`config.mk`:
```
export PLATFORM = sky130hd
export DESIGN_NAME = rnsr_out_buf
export DESIGN_NICKNAME = d
export VERILOG_FILES = /design/src/rtl/core/rnsr_pkg.sv /design/src/rtl/core/rnsr_out_buf.sv
export SDC_FILE = /design/constraint.sdc
export NUM_CORES = 1
export LEC_CHECK = 0
export BUFFER_PORTS_ARGS = -buffer_cell sky130_fd_sc_hd__clkbuf_2
export CORE_MARGIN = 8
export CORE_UTILIZATION = 56
export CTS_CLUSTER_DIAMETER = 40
export DETAILED_ROUTE_END_ITERATION = 16
export GPL_TIMING_DRIVEN = 0
export PLACE_DENSITY = 0.83
export REMOVE_ABC_BUFFERS = 1
export SYNTH_ARGS = -nofsm -noshare
export SYNTH_HDL_FRONTEND = slang
export SYNTH_SLANG_ARGS = --single-unit
```
`constraint.sdc`:
```
create_clock -name clk_i -period 15.9 [get_ports clk_i]
set_input_delay 3.18 -clock clk_i [delete_from_list [all_inputs] [get_ports clk_i]]
set_output_delay 3.18 -clock clk_i [all_outputs]
set_load 0.02 [all_outputs]
```
`src/rtl/core/rnsr_pkg.sv`:
```
`timescale 1ns / 1ps

package rnsr_pkg;

  localparam int RESIDUE_BITS = 31;
  localparam int PROD_BITS    = 2 * RESIDUE_BITS;
  localparam int SUM_BITS     = PROD_BITS + 1;

  // remainder unit: bits of the product consumed per pipeline stage
  localparam int RED_STEPS    = 4;
  localparam int RED_STAGES   = (PROD_BITS + RED_STEPS - 1) / RED_STEPS;
  localparam int RED_BITS     = RED_STAGES * RED_STEPS;

  localparam int LANE_STAGES  = RED_STAGES + 1;
  localparam int RECON_STAGES = 4;
  localparam int PIPE_STAGES  = LANE_STAGES + RECON_STAGES;

  localparam int CFG_IDX_BITS = 3;

  typedef logic [RESIDUE_BITS-1:0] residue_t;

  typedef enum logic [CFG_IDX_BITS-1:0] {
    CFG_MODULUS_A      = 3'd0,
    CFG_MODULUS_B      = 3'd1,
    CFG_CRT_INVERSE_A  = 3'd2,
    CFG_CRT_INVERSE_B  = 3'd3,
    CFG_HALF_RESIDUE_A = 3'd4,
    CFG_HALF_RESIDUE_B = 3'd5
  } cfg_idx_e;

  localparam logic [63:0] MODULUS_A_RST_FULL = 64'd2147483647;
  localparam logic [63:0] MODULUS_B_RST_FULL = 64'd2147483629;
  localparam residue_t    MODULUS_A_RST      = MODULUS_A_RST_FULL[RESIDUE_BITS-1:0];
  localparam residue_t    MODULUS_B_RST      = MODULUS_B_RST_FULL[RESIDUE_BITS-1:0];

  typedef struct packed {
    residue_t modulus_a;
    residue_t modulus_b;
    residue_t crt_inverse_a;
    residue_t crt_inverse_b;
    residue_t half_residue_a;
    residue_t half_residue_b;
  } cfg_t;

  typedef struct packed {
    residue_t rounded_a;
    residue_t rounded_b;
    logic     adjusted;
  } res_t;

  typedef enum logic [1:0] {
    BUF_EMPTY = 2'd0,
    BUF_ONE   = 2'd1,
    BUF_FULL  = 2'd2
  } buf_state_e;

endpackage

```
`src/rtl/core/rnsr_out_buf.sv`:
```
`timescale 1ns / 1ps

module rnsr_out_buf import rnsr_pkg::*; (
  input  logic clk_i,
  input  logic rst_ni,
  input  logic push_i,
  input  res_t push_data_i,
  output logic full_o,
  output logic out_valid_o,
  input  logic out_ready_i,
  output res_t out_data_o
);

  buf_state_e state_q, state_d;
  res_t       head_q, head_d;
  res_t       spare_q, spare_d;
  logic       pop;

  assign pop = (state_q != BUF_EMPTY) && out_ready_i;

  always_ff @(posedge clk_i or negedge rst_ni) begin
    if (!rst_ni) begin
      state_q <= BUF_EMPTY;
    end else begin
      state_q <= state_d;
    end
  end

  always_ff @(posedge clk_i) begin
    head_q  <= head_d;
    spare_q <= spare_d;
  end

  always_comb begin
    state_d = state_q;
    head_d  = head_q;
    spare_d = spare_q;
    case (state_q)
      BUF_EMPTY: begin
        if (push_i) begin
          head_d  = push_data_i;
          state_d = BUF_ONE;
        end
      end
      BUF_ONE: begin
        if (push_i && pop) begin
          head_d = push_data_i;
        end else if (push_i) begin
          spare_d = push_data_i;
          state_d = BUF_FULL;
        end else if (pop) begin
          state_d = BUF_EMPTY;
        end
      end
      BUF_FULL: begin
        // no push here: the pipe is held while full
        if (pop) begin
          head_d  = spare_q;
          state_d = BUF_ONE;
        end
      end
      default: begin
        state_d = BUF_EMPTY;
      end
    endcase
  end

  assign full_o      = (state_q == BUF_FULL);
  assign out_valid_o = (state_q != BUF_EMPTY);
  assign out_data_o  = head_q;

endmodule

```
[Word level (Yosys, flattened, before mapping)]
Index checks and enable logic that the tools add are counted.
Operators by class
  equal/unequal tests: 7
  muxes and demuxes: 10
  bitwise operators: 1
  reductions and logical operators: 8
Operators with widths (number)
  63-bit two-way mux: 3
  63-bit case mux with 3 select lines: 1
  2-bit two-way mux: 5
  4-bit AND reduction: 2
  2-bit != test (second input constant): 3
  2-bit case mux with 3 select lines: 1
  3-bit != test (second input constant): 1
  3-bit AND reduction: 1
  3-bit nonzero test: 1
  2-bit by 1-bit == test with 1-bit output (second input constant): 1
  2-bit == test (second input constant): 1
  1-bit logical AND: 2
  2-bit logical NOT: 1
  2-bit by 1-bit != test with 1-bit output (second input constant): 1
  2-bit nonzero test: 1
  1-bit inverter: 1
Word-level totals
  register bits: 128
  input port bits: 67
  output and inout port bits: 65
  word-level logic and storage cells: 33

[Depth between registers and ports, before layout]
Gate-level depths: netlist of the first run.
  depth in word-level cells: 6
  gate-level depth with buffers: 4
  mapped depth without buffers: 3

[Worst setup path after synthesis of the first run]
Ideal clock, no wire load.
  path kind: input to register
  start point: input port push_i
  end point: register spare_q[0] (netlist bit), enable pin
  library setup time: 0.576 ns
  arrival: 7.862 ns
  required time: 15.324 ns
  path slack: 7.463 ns
  stages on the path: 2
  buffers on the path: 0
  path through: nand2b_1 -> nor3b_1
Between the ends
  word-level cells in the longest chain between the ends: 3
RTL lines
  from (decl): line rnsr_out_buf.sv:6  | input logic push_i,
  1-bit logical AND: line rnsr_out_buf.sv:46  | if (push_i && pop) begin
  1-bit inverter (no source line)
  3-bit AND reduction (no source line) *
  to (signal assigned): line rnsr_out_buf.sv:31  | spare_q <= spare_d;
  to (decl): line rnsr_out_buf.sv:16  | res_t spare_q, spare_d;
Mark *: on every way between the ends. The rest lies on a longest branch, timed or not.
A chain may end at the register's enable or synchronous reset.

[Worst setup path in the final report of the first run]
  start point: register state_q[0]
  end point: output port full_o
Between the ends
  word-level cells in the longest chain between the ends: 1
RTL lines
  from (decl): line rnsr_out_buf.sv:14  | buf_state_e state_q, state_d;
  from (signal assigned): line rnsr_out_buf.sv:25  | state_q <= state_d;
  2-bit == test: line rnsr_out_buf.sv:68  | assign full_o = (state_q == BUF_FULL);
  to (decl): line rnsr_out_buf.sv:8  | output logic full_o,
Every way passes these cells.

==> metrics.md, run 1 <==
| Metric | Value |
|---|---|
| Post-Syn Area per Cell | 23.7 µm² |
| Synth-to-Final Area Change | 27.9% |
| Post-placement cell count | around 450 |
| Dominant delay contributor by cell family on the critical path | buffers and inverters |
| Crit start category | register |
| Maximum resistive drop on vdd | 0.0000804 V |
| Area of the core | 8640 µm² |
| Fin cells | 480 |
| Seq. cell area | around 3800 µm² |
| Cell area after synthesis | 4950 µm² |
| Actual slew at the worst max-slew pin | 0.855 ns |
| Tightest Hold Check Type | register to register |
| YS warnings | 0 |
| Number of nets in the layout | roughly 430 |
| Global-route wire length before repair | ~14 mm |
| Total Neg Setup Slack | 0 ns |
| Final cycle utilization of the critical path | approximately 33% |
| 1st-iter DRT viols | 78 |
| Share of final-layout standard cells stronger than drive strength 1 | between 60% and 70% |
| Clock slew at the register clock pins of the worst setup and hold paths | 0.06 ns |
| Hold path endpoint | out_data_o[31]$_DFFE_PP_ |
| Crit path max fanout | 64 |
| Area of the die | between 10000 and 15000 µm² |
| Required time worst endpoint | 12.72 ns |
| Worst EP arrival | between 2 and 2.5 ns |
| Endpoint of the lowest-slack register-to-register path | spare_q[14]$_DFFE_PP_ |
| Core occupancy in the finished layout | between 70% and 80% |
| Max-Cap Viols | 0 |
| Count of endpoints failing hold in the final timing report | 0 |
| Setup violation total in the final timing report | 0 |
| Post-CTS setup buffer count | 0 |
| Chain of cells forming the critical path | nand2b_4 > inv_6 > clkbuf_2 |
| Via Count | 2465 |
| Total of flip-flops plus latches after synthesis | ~130 |
| Sum of overflow across all layers after global routing | 0 |
| Antenna violations before repair | 0 |
| Wire length per cell after detailed routing | 19.0 µm |
| Path type of the worst setup path | register to output port |
| Cell area after layout | roughly 6300 µm² |
| GPL Wtd Cong | 0.680 |
| Hold buffer count at CTS | 0 |
| Skew-Pair Late Insertion Delay | about 0.50 ns |
| Placement Rows | 34 |
| Placement-stage cell area | 5770 µm² |
| Maximum single-stage delay on the critical path | 0.56 ns |
| Number of inserted diodes | 0 |
| Number of detailed-route iterations in the first pass | 4 |
| Final hold slack | approximately 0.55 ns |
| Fmax achieved | 191 MHz |
| Worst Hold Path Cells | 1 |
| Outcome | completed |
| Buffers plus inverters on the worst setup path | 2 |
| H-Tree Depth | 4 |
| Antenna-violating nets left | 0 |
| Total power consumption of the routed design | 0.876 mW |
| Setup repair after global routing missed its margin | false |
| Chip Width | 110 µm |
| Worst setup slack after layout | 10.66 ns |
| Number of top-level pins | approximately 130 |
| Final Max Slew Viols | 0 |
| Yosys cell types | 16 |
| Hold wc startpoint | spare_q[31]$_DFFE_PP_ |
| Synth Instances | 209 |
| Fill cells | 538 |
| Max Buffers Root-to-Sink | 2 |
| HPWL Detailed | 6.44 mm |
| Worst setup timing slack at the placement stage | 10.80 ns |
| Number of gates resized after cts | 0 |
| Cell chosen for the clock root | sky130_fd_sc_hd__clkbuf_8 |
| Power per cell area | 138 nW/µm² |
| Sequential fraction of the synthesis area | between 70% and 80% |
| Via count of the first global-routing pass | 2755 |
| Via-per-instance ratio | 5.14 |
| Critical Path End Type | output port |
| Initial Utilization | 57.3% |
| Drt drc | 0 |
| Crit-path slowest cell | sky130_fd_sc_hd__inv_6 |
| Count of input and output buffers | between 100 and 150 |
| Slew HR | 42.8% |
| Number of clock sinks | about 130 |
| Post-route minimum period | 5.24 ns |
| Cts bufs inserted | 17 |
| Multi-input gate area in the final layout | 1030 µm² |
| Register-to-Register Setup Slack | 13.58 ns |
| Clock tree from TritonCTS | done |
| R2r worst-path depth | 5 |
| Startpoint of the worst register-to-register path | state_q[1]$_DFFE_PN0P_ |
| Maximum number of pins on one net before global-route repair | 65 |
| Total Routed Length | 9.14 mm |
| Overall routing resource usage | 15.4% |
| Leak | 2.53 nW |
| Clock skew | slightly below 0.008 ns |
| Vertical die dimension | ~110 µm |
-- per-layer routing --
layer,global-route usage [%],routed length [µm]
met5,0,0
met4,7.23,104
met3,7.27,915
met2,25.3,4700
met1,16.5,3420
-- worst max-delay path by stage --
stage	from	endpoint	slack, ns	cells after the start
2_1_floorplan	push_i	spare_q[0]$_DFFE_PP_	7.46	2
3_3_place_gp	push_i	spare_q[17]$_DFFE_PP_	5.08	3
3_5_place_dp	push_i	spare_q[26]$_DFFE_PP_	10.80	6
4_1_cts	state_q[0]$_DFFE_PN0P_	full_o	10.65	3
5_1_grt	state_q[0]$_DFFE_PN0P_	full_o	10.58	3
6_report	state_q[0]$_DFFE_PN0P_	full_o	10.66	3
-- placed cells by master (no fill, tap or decap) --
cell type,count
sky130_fd_sc_hd__bufinv_16,2
sky130_fd_sc_hd__mux2_2,4
sky130_fd_sc_hd__nor2b_1,1
sky130_fd_sc_hd__or4b_1,1
sky130_fd_sc_hd__nor3b_2,1
sky130_fd_sc_hd__buf_8,2
sky130_fd_sc_hd__clkinv_4,3
sky130_fd_sc_hd__clkbuf_1,1
sky130_fd_sc_hd__inv_6,3
sky130_fd_sc_hd__mux2_4,59
sky130_fd_sc_hd__nand2b_4,1
sky130_fd_sc_hd__nand2b_1,1
sky130_fd_sc_hd__clkbuf_16,16
sky130_fd_sc_hd__o211ai_1,1
sky130_fd_sc_hd__buf_6,3
sky130_fd_sc_hd__clkinv_2,2
sky130_fd_sc_hd__clkbuf_2,131
sky130_fd_sc_hd__o21ai_4,1
sky130_fd_sc_hd__nand3b_1,2
sky130_fd_sc_hd__or2_2,1
sky130_fd_sc_hd__dfrtp_1,2
sky130_fd_sc_hd__buf_12,2
sky130_fd_sc_hd__clkinvlp_4,3
sky130_fd_sc_hd__edfxtp_1,126
sky130_fd_sc_hd__clkinv_1,1
sky130_fd_sc_hd__clkbuf_8,1
sky130_fd_sc_hd__a21oi_1,1
-- cell families after synthesis --
group,count (synthesis),synth area share [%]
mux,63,18.8
simple gates,8,1.32
compound gates,3,0.354
buf+inv,7,2.00
flops,128,77.5
-- flip-flops by register name, indices dropped and copies added, names as in the netlist --
register and cells:
out_data_o 63, spare_q 63, state_q 2
-- synthesized netlist by cell type --
master	instances	area share, %
sky130_fd_sc_hd__dfrtp_1	2	1.0
sky130_fd_sc_hd__nor3b_1	1	0.15
sky130_fd_sc_hd__nand3b_1	2	0.30
sky130_fd_sc_hd__or2_2	1	0.13
sky130_fd_sc_hd__o21ai_0	1	0.10
sky130_fd_sc_hd__or4b_1	1	0.20
sky130_fd_sc_hd__a21oi_1	1	0.10
sky130_fd_sc_hd__mux2_4	59	18
sky130_fd_sc_hd__nand2b_1	1	0.13
sky130_fd_sc_hd__edfxtp_1	126	76
sky130_fd_sc_hd__o211ai_1	1	0.15
sky130_fd_sc_hd__buf_8	6	1.8
sky130_fd_sc_hd__nand2b_4	1	0.28
sky130_fd_sc_hd__mux2_2	4	0.91
sky130_fd_sc_hd__inv_6	1	0.18
sky130_fd_sc_hd__nor2b_1	1	0.13
-- worst reg2reg max path, stage by stage (launching register included) --
cell and delay (ns):
sky130_fd_sc_hd__dfrtp_1 0.45, sky130_fd_sc_hd__nand2b_1 0.26, sky130_fd_sc_hd__nor3b_2 0.73, sky130_fd_sc_hd__buf_6 0.26
sky130_fd_sc_hd__buf_8 0.17, sky130_fd_sc_hd__buf_8 0.16
-- area by class of cell --
class | instances | area share (%)
Timing Repair Buffer | 138 | 12.0
Multi-Input combinational cell | 74 | 16.3
Sequential cell | 128 | 60.6
Tap cell | 108 | 2.14
Inverter | 1 | 0.138
Clock buffer | 18 | 6.61
Clock inverter | 13 | 2.22
-- power breakdown --
part           switching (mW)  leakage [nW]  internal [mW]  total, mW
Sequential            0.00765          1.20          0.405      0.412
Combinational          0.0605          1.06         0.0458      0.106
Clock                   0.135         0.265          0.222      0.357
No activity file was read; power rests on OpenSTA's default activity.
==> run 2: changes to the inputs <==
Settings changed: CORE_UTILIZATION 56 to 47, PLACE_DENSITY 0.83 to 0.74.
Clock period 15.9 ns to 4.42 ns, I/O delays scaled along.
==> run 2 against run 1 <==
  * Combinational power increased to 3.6 times the previous value
  * Utilization is 11 points lower
  * Highest routed layer unchanged
  * Wire length fell by 1.8%
  * Register-to-register slack lost 12 ns
  * Critical path depth is the same
  * Clock skew fell by 0.00097 ns
  * Final area increased by 0.55%
  * Hold slack worse by 0.38 ns
==> metrics.md, run 2 (synthesis results as in run 1) <==
| Metric | Value |
|---|---|
| Met3 track demand over resource | under 10% |
| Fill cells | 792 |
| Top library cells by usage in the layout, fill and taps aside | sky130_fd_sc_hd__clkbuf_2, sky130_fd_sc_hd__edfxtp_1, sky130_fd_sc_hd__mux2_4, sky130_fd_sc_hd__clkbuf_16, sky130_fd_sc_hd__clkbuf_1 |
| Via count of the first global-routing pass | 2780 |
| Outcome | completed |
| Max Buffers Root-to-Sink | 2 |
| Critical Path End Type | output port |
| Register-to-Register Setup Slack | a little over 2 ns |
| R2r worst-path depth | 5 |
| Clock skew | 0.00691 ns |
| Slew HR | ~38% |
| Maximum resistive drop on vdd | 0.000221 V |
| Number of detailed-route iterations in the first pass | 4 |
| Required time worst endpoint | 3.54 ns |
| H-Tree Depth | 4 |
| Endpoint of the lowest-slack register-to-register path | spare_q[29]$_DFFE_PP_ |
| Post-route minimum period | 2.90 ns |
| Hold buffer count at CTS | 0 |
| Wire length per cell after detailed routing | about 18 µm |
| 1st-iter DRT viols | 137 |
| Initial Utilization | between 40 and 50% |
| Count of input and output buffers | 131 |
| Cts bufs inserted | 17 |
| Setup repair after global routing missed its margin | false |
| Total power consumption of the routed design | 3.16 mW |
| Skew-Pair Late Insertion Delay | about 0.5 ns |
| Fmax achieved | 345 MHz |
| Number of top-level pins | roughly 130 |
| Number of inserted diodes | 0 |
| Antenna violations before repair | 0 |
| Global-route wire length before repair | ~15 mm |
| CP Depth | 3 |
| Start point of the critical path | state_q[0]$_DFFE_PN0P_ |
| Number of gates resized after cts | 0 |
| Share of final-layout standard cells stronger than drive strength 1 | 61.9% |
| Clock slew at the register clock pins of the worst setup and hold paths | 0.06 ns |
| Clock tree from TritonCTS | done |
| Chip Width | 119 µm |
| Leak | 2.53 nW |
| GPL Wtd Cong | 0.716 |
| Via Count | 2436 |
| GRT met1 Usage | 14.7% |
| Clk network pwr share | 41.1% |
| Sum of overflow across all layers after global routing | 0 |
| Design internal power | 2.47 mW |
| Most utilized layer in the global route result | met2 |
| Path type of the worst setup path | register to output port |
| Vertical die dimension | between 100 and 150 µm |
| Total Routed Length | 8.98 mm |
| Placement-stage cell area | 5800 µm² |
| Drt drc | 0 |
| Area of the die | 14100 µm² |
| Chain of cells forming the critical path | nand2b_4 > inv_6 > clkbuf_2 |
| Maximum single-stage delay on the critical path | 0.58 ns |
| Post-CTS setup buffer count | 0 |
| Overall routing resource usage | 13.5% |
| Buffers plus inverters on the worst setup path | 2 |
| Final cycle utilization of the critical path | between 60% and 70% |
| Crit-path slowest cell | sky130_fd_sc_hd__inv_6 |
| Area of the core | 10300 µm² |
| Tightest Hold Check Type | input port to async pin |
| Proportion of power drawn by flip-flops and latches | approximately 47% |
| Setup violation total in the final timing report | 0 |
| Placement Rows | 37 |
| Power per cell area | 496 nW/µm² |
| Number of clock sinks | 128 |
| Worst EP arrival | 2.02 ns |
| Final Max Slew Viols | 0 |
| Startpoint of the worst register-to-register path | state_q[1]$_DFFE_PN0P_ |
| Cell area after layout | 6360 µm² |
| HPWL Detailed | around 6.3 mm |
| Actual slew at the worst max-slew pin | slightly above 0.9 ns |
| Worst setup path end | full_o |
| Crit path max fanout | 64 |
| Crit start category | register |
| Comb pwr share | 12.0% |
| Net switching power | 0.690 mW |
| Number of nets in the layout | 427 |
| Count of endpoints failing hold in the final timing report | 0 |
| GR Util met2 | 22.1% |
| Fraction of power spent switching nets | a little over a fifth |
| Dominant delay contributor by cell family on the critical path | buffers and inverters |
| Cell chosen for the clock root | sky130_fd_sc_hd__clkbuf_8 |
| Most common cell after layout, fill and taps aside | sky130_fd_sc_hd__clkbuf_2 |
| Max-Cap Viols | 0 |
| Maximum number of pins on one net before global-route repair | 65 |
| Via-per-instance ratio | 4.79 |
| Synth-to-Final Area Change | 28.6% |
| Antenna-violating nets left | 0 |
==> run 2: cell types whose count changed in the layout (fill, tap and decap cells not counted), moves of 2 or more <==
cell and change:
sky130_fd_sc_hd__clkbuf_1 +6, sky130_fd_sc_hd__clkbuf_8 +3, sky130_fd_sc_hd__clkinv_4 -3, sky130_fd_sc_hd__inv_6 -2
==> run 2: cell type report <==
cell class                 count  area [µm²]  area share, %
inverter                       1        8.76          0.138
multi-input combinational     74        1030           16.2
clock buffer                  27         482           7.57
timing repair buffer         138         756           11.9
clock inverter                 5        80.1           1.26
tap                          136         170           2.68
sequential                   128        3830           60.3
==> run 2: power groups by stage <==
stage	sequential [mW]	combinational [mW]	clock (mW)
floorplan	1.60	0.149	0
global placement	1.53	0.356	0
detailed placement	1.51	0.387	0
CTS	1.48	0.388	1.33
global route	1.49	0.406	1.40
finish	1.48	0.378	1.30
==> run 2: through the flow <==
step           TNS, ns  hold WS, ns  worst slack [ns]  utilization [%]  instances
2_1_floorplan  -206.28        0.523             -1.72                -        203
3_3_place_gp   -499.40        0.529             -4.15             55.3        470
3_5_place_dp         0        0.534              1.53             56.4        477
6_report             0        0.161              1.52             61.9        509
5_1_grt              0        0.125              1.39             61.9        509
4_1_cts              0        0.134              1.46             61.9        509
==> run 2: worst min-delay path by stage <==
stage,end,slack (ns)
CTS,state_q[1]$_DFFE_PN0P_,0.13
floorplan,out_data_o[43]$_DFFE_PP_,0.52
detailed placement,out_data_o[44]$_DFFE_PP_,0.53
finish,state_q[1]$_DFFE_PN0P_,0.16
global placement,out_data_o[22]$_DFFE_PP_,0.53
global route,state_q[1]$_DFFE_PN0P_,0.12
==> run 2: metal layers <==
layer | wire length (µm) | part of all wire (%)
met4 | 142 | 1.6
met3 | 654 | 7.3
met5 | 0 | 0
met2 | 4550 | 51
met1 | 3630 | 40
